<file path="src/design/tuvwf_pkg.sv">
package tuvwf_pkg;

  localparam int CoordWidth = 32;
  localparam int FracBits   = 16;
  localparam int FixesWidth = 19;
  localparam int NumRegs    = 8;
  localparam int CfgIdxWidth = 3;

  localparam int WideWidth  = CoordWidth + 1;
  localparam int DistWidth  = CoordWidth + 2;
  localparam int ProdWidth  = 2 * CoordWidth + 2;
  localparam int ShiftWidth = ProdWidth - FracBits;

  localparam logic signed [DistWidth-1:0] OneFx =
    {{(DistWidth-FracBits-1){1'b0}}, 1'b1, {FracBits{1'b0}}};
  localparam logic signed [DistWidth-1:0] HalfFx =
    {{(DistWidth-FracBits){1'b0}}, 1'b1, {(FracBits-1){1'b0}}};
  localparam int LimitInt = ((6 << FracBits) + 5) / 10;
  localparam logic signed [DistWidth-1:0] LimitFx = DistWidth'(LimitInt);

  typedef enum logic [CfgIdxWidth-1:0] {
    TexUScale    = 3'd0,
    TexVScale    = 3'd1,
    TexUOrigin   = 3'd2,
    TexVOrigin   = 3'd3,
    LightUScale  = 3'd4,
    LightVScale  = 3'd5,
    LightUOrigin = 3'd6,
    LightVOrigin = 3'd7
  } cfg_reg_e;

  typedef struct packed {
    logic [1:0]                   mode;
    logic signed [CoordWidth-1:0] vert_a_u;
    logic signed [CoordWidth-1:0] vert_a_v;
    logic signed [CoordWidth-1:0] vert_b_u;
    logic signed [CoordWidth-1:0] vert_b_v;
    logic signed [CoordWidth-1:0] vert_c_u;
    logic signed [CoordWidth-1:0] vert_c_v;
  } in_word_t;

  typedef struct packed {
    logic [1:0]                   vertex_index;
    logic signed [CoordWidth-1:0] tex_u_out;
    logic signed [CoordWidth-1:0] tex_v_out;
    logic signed [CoordWidth-1:0] light_u_out;
    logic signed [CoordWidth-1:0] light_v_out;
    logic [FixesWidth-1:0]        face_fixes;
    logic                         last;
  } out_word_t;

  typedef struct packed {
    logic [CfgIdxWidth-1:0]       index;
    logic signed [CoordWidth-1:0] data;
  } cfg_word_t;

  typedef struct packed {
    logic prod_en;
    logic sum_en;
  } xf_ctl_t;

endpackage

</file>
<file path="src/design/tuvwf_xform.sv">
module tuvwf_xform #(
  parameter bit Negate = 1'b0
) (
  input  logic                                    clk_i,
  input  tuvwf_pkg::xf_ctl_t                      ctl_i,
  input  logic signed [tuvwf_pkg::WideWidth-1:0]  coord_i,
  input  logic signed [tuvwf_pkg::CoordWidth-1:0] scale_i,
  input  logic signed [tuvwf_pkg::CoordWidth-1:0] origin_i,
  output logic signed [tuvwf_pkg::CoordWidth-1:0] result_o
);

  localparam int W  = tuvwf_pkg::CoordWidth;
  localparam int F  = tuvwf_pkg::FracBits;
  localparam int DW = tuvwf_pkg::DistWidth;
  localparam int PW = tuvwf_pkg::ProdWidth;
  localparam int SW = tuvwf_pkg::ShiftWidth;

  localparam logic signed [SW:0] SatMax = {{(SW-W+2){1'b0}}, {(W-1){1'b1}}};
  localparam logic signed [SW:0] SatMin = {{(SW-W+2){1'b1}}, {(W-1){1'b0}}};

  logic signed [DW-1:0] delta;
  logic signed [PW-1:0] prod;
  logic signed [SW-1:0] prod_q;
  logic signed [SW:0]   sum;
  logic signed [W-1:0]  sat_d;
  logic signed [W-1:0]  result_q;

  assign delta = $signed({coord_i[W], coord_i}) - tuvwf_pkg::HalfFx;
  assign prod  = $signed({{(PW-W){scale_i[W-1]}}, scale_i}) *
                 $signed({{(PW-DW){delta[DW-1]}}, delta});

  always_ff @(posedge clk_i) begin
    if (ctl_i.prod_en) begin
      prod_q <= prod[PW-1:F];
    end
  end

  always_comb begin
    if (Negate) begin
      sum = $signed({{(SW-W+1){origin_i[W-1]}}, origin_i}) -
            $signed({prod_q[SW-1], prod_q});
    end else begin
      sum = $signed({{(SW-W+1){origin_i[W-1]}}, origin_i}) +
            $signed({prod_q[SW-1], prod_q});
    end
    if (sum > SatMax) begin
      sat_d = SatMax[W-1:0];
    end else if (sum < SatMin) begin
      sat_d = SatMin[W-1:0];
    end else begin
      sat_d = sum[W-1:0];
    end
  end

  always_ff @(posedge clk_i) begin
    if (ctl_i.sum_en) begin
      result_q <= sat_d;
    end
  end

  assign result_o = result_q;

endmodule
</file>
<file path="config.mk">
export PLATFORM = sky130hd
export DESIGN_NAME = tuvwf_xform
export DESIGN_NICKNAME = d
export VERILOG_FILES = /design/src/design/tuvwf_pkg.sv /design/src/design/tuvwf_xform.sv
export SDC_FILE = /design/constraint.sdc
export NUM_CORES = 2
export LEC_CHECK = 0
export ABC_AREA = 1
export BUFFER_PORTS_ARGS = -buffer_cell sky130_fd_sc_hd__buf_2
export CORE_ASPECT_RATIO = 1.2
export CORE_MARGIN = 4
export CORE_UTILIZATION = 27
export CTS_BUF_LIST = sky130_fd_sc_hd__clkbuf_16
export CTS_CLUSTER_DIAMETER = 80
export CTS_CLUSTER_SIZE = 40
export DETAILED_ROUTE_END_ITERATION = 10
export SYNTH_ARGS = -nofsm -noshare
export SYNTH_HDL_FRONTEND = slang
export SYNTH_SLANG_ARGS = --single-unit
</file>
<file path="constraint.sdc">
create_clock -name clk_i -period 12 [get_ports clk_i]
set_input_delay 2.4 -clock clk_i [delete_from_list [all_inputs] [get_ports clk_i]]
set_output_delay 2.4 -clock clk_i [all_outputs]
set_load 0.005 [all_outputs]
</file>
==> results.toml <==
[grt]
first_global_vias = 40693
grt_usage_pct = 17.9
grt_start_max_net_pins = 51
grt_pass1_wl_um = 244000
antenna_found_initial = 13
grt-ovfl-total = 0

[routing]
vias_per_cell = 4.64
route.met3.wl_um = 13800
wl_met1_um = 64800
detailroute.wirelength.met2_um = 70600
drc = 0
via_count = 38119
firstDrtPassIters = 5
antenna_left = 0
wl_per_cell_um = 19.2
drt_iter0_markers = 3134
topRoutingLayerUsed = "met5"
wl_um = 158000

[sta]
post-route-period-util_pct = 95.0
maxSlewViolCount = 0
relSlewSlack_pct = 18.1
fin_skew_ns = 0.0153
period_minus_slack_ns = 11.40
tightest_slew_ns = 1.23
timing.setup.tns_ns = 0
max_freq_mhz = 87.7
setup_viol = 0
rsz0062_at_grt = "false"
hold_viol_final = 0

[logic_synthesis]
syn_avg_cell_area_um2 = 7.84
syn-num-nets = 7393
ys_ff_latch = 82
async_reset_ff_share_pct = 0
synth_cells = 5916
ys_top_cells_by_area = "fa_1 (49%), inv_1 (13%), nand2_1 (12%)"
synth-edff-count = 82
yosysTopAreaCellShare_pct = 49.0
synth_area_mm2 = 0.0464
synth_largest_area_cell = "fa_1"
synth.distinct_cells = 42
ys.warnings.count = 0
seq_area_frac_synth_pct = 5.31
synthFlopType = "edfxtp_1"

[outcome]
status = "finished, final reports clean"

[place]
postPlaceCellArea_mm2 = 0.0496
gp_congestion = 0.973
io_buffers = 131
dpl.hpwl_um = 132000

[final_layout]
n_fill_cell = 18443
nNetsFinal = 7410
seq_area_mm2 = 0.00246
fin_area_mm2 = 0.0499
multi_input_area_mm2 = 0.0368
drive_gt1_share_pct = 4.82
syn2layout_area_growth_pct = 7.65

[worst_setup_path]
crit_path_end_kind = "register"
reg2reg_from = "prod_q[0]$_DFFE_PP_"
crit_family = "adder cells"
crit_path_frequent_cell = "inv_1"
worstSetupStartpointType = "input port"
path_class = "in2reg"
crit_arrival_ns = 11.52
cp_slowest_stage_delay_ns = 0.63
crit_start = "coord_i[15]"
crit_buf_inv = 11
slowest_stage = "fa_1"
path_max_fanout = 28
crit_required_ns = 12.12

[die]
die_w_um = 386
die_y_um = 462
dieArea_mm2 = 0.178
row_count = 166
initial_core_util_pct = 27.2
core_area_mm2 = 0.171
io_pins = 132

[clocking]
cts.sinks = 82
post_cts_resized = 0
cts-buffers-inserted = 9
ctsHtreeMaxLevel = 3
clock_latency_ns = 0.35
cts_root_buf = "clkbuf_16"
cts_hold_buf = 0
cts_setup_buffers = 0
cts_buffer_depth = 2
cts_tree = "yes"
clkTransAtPathRegs_ns = 0.07

[hold_path]
worstHoldStart = "prod_q[0]$_DFFE_PP_"
holdCritPathClass = "reg2reg"

[job]
cap_violations = 0
cell usage in the layout (no fill, tap or decap), drive strengths merged, types with 2 or more instances in the layout:
master,instances
or2,27
nand4,31
bufinv,2
xnor2,33
and3,3
o21a,12
nor2,506
clkbuf,9
o21ai,63
edfxtp,82
xor2,55
and2,3
a21boi,2
nor3,26
a31oi,23
nor4,10
a21oi,145
inv,1671
o21bai,6
fa,1135
buf,202
nand3,79
a21o,7
a221oi,3
clkinv,17
nand2,1531
nand3b,5
ha,242
diode,2
Yosys cell counts (4+ instances only):
| master | number |
|---|---|
| o21bai_1 | 6 |
| nand2_1 | 1517 |
| o21ai_0 | 61 |
| nor2_2 | 19 |
| nand4_1 | 31 |
| nor3_1 | 23 |
| nand2_2 | 11 |
| clkbuf_1 | 177 |
| clkinv_1 | 15 |
| or2_2 | 27 |
| inv_2 | 5 |
| xnor2_1 | 33 |
| nand3b_1 | 5 |
| edfxtp_1 | 82 |
| a21o_1 | 7 |
| xor2_1 | 55 |
| a21oi_1 | 145 |
| ha_1 | 242 |
| buf_1 | 4 |
| nor2_1 | 487 |
| buf_6 | 6 |
| inv_1 | 1665 |
| fa_1 | 1135 |
| a31oi_1 | 23 |
| buf_2 | 9 |
| nand3_1 | 76 |
| nor4_1 | 10 |
| o21a_1 | 12 |
worst min-delay path: stages (launching register included):
cell and delay [ns]:
edfxtp_1 0.40, ha_1 0.14, nand2_1 0.05, nand2_1 0.05
metal layers:
| metal | vias to the layer above | GRT usage, % |
|---|---|---|
| li1 | 16799 | - |
| met1 | 19217 | 23.5 |
| met2 | 1695 | 28.8 |
| met3 | 396 | 3.48 |
| met4 | 12 | 7.48 |
| met5 | - | 0 |
stage by stage:
step	setup slack (ns)	instances	hold slack [ns]	util, %
2_1_floorplan	1.22	5916	0.599	-
3_3_place_gp	0.382	8190	0.728	29.1
5_1_grt	0.223	8205	0.805	29.2
6_report	0.600	8207	0.747	29.2
3_5_place_dp	0.374	8190	0.726	29.1
4_1_cts	0.711	8205	0.751	29.2
cell type report:
class                   count  area share [%]
flip-flops and latches     82            4.93
well taps                2268            5.69
inverters                1685            12.7
multi-input cells        3953            73.7
diodes                      2          0.0100
repair buffers            202            2.38
clock buffers               9           0.451
clock inverters             6           0.168
cell families after synthesis:
logic type | after synthesis | share of synthesized area (%)
AND/OR/NAND/NOR | 2222 | 19.0
buffers and inverters | 1881 | 15.3
adder cells (fa/ha/maj) | 1377 | 55.5
AO/OA/AOI/OAI | 266 | 3.14
XOR/XNOR | 88 | 1.66
flip-flops | 82 | 5.31
state kept, by name, indices dropped and copies added, names as in the netlist:
name,cells
result_o,32
prod_q,50
worst paths after layout:
check | slack (ns) | cells past startpoint | end
worst min-delay path | 0.75 | 3 | result_o[0]$_SDFFCE_PN1P_
worst max register to register | 8.10 | 18 | result_o[3]$_SDFFCE_PN1P_
worst max-delay path | 0.60 | 33 | prod_q[31]$_DFFE_PP_
worst min register to register | 0.75 | 3 | result_o[0]$_SDFFCE_PN1P_
Power is not shown: default switching activity piles up to over one toggle a cycle in this logic, so the estimate is an artifact.
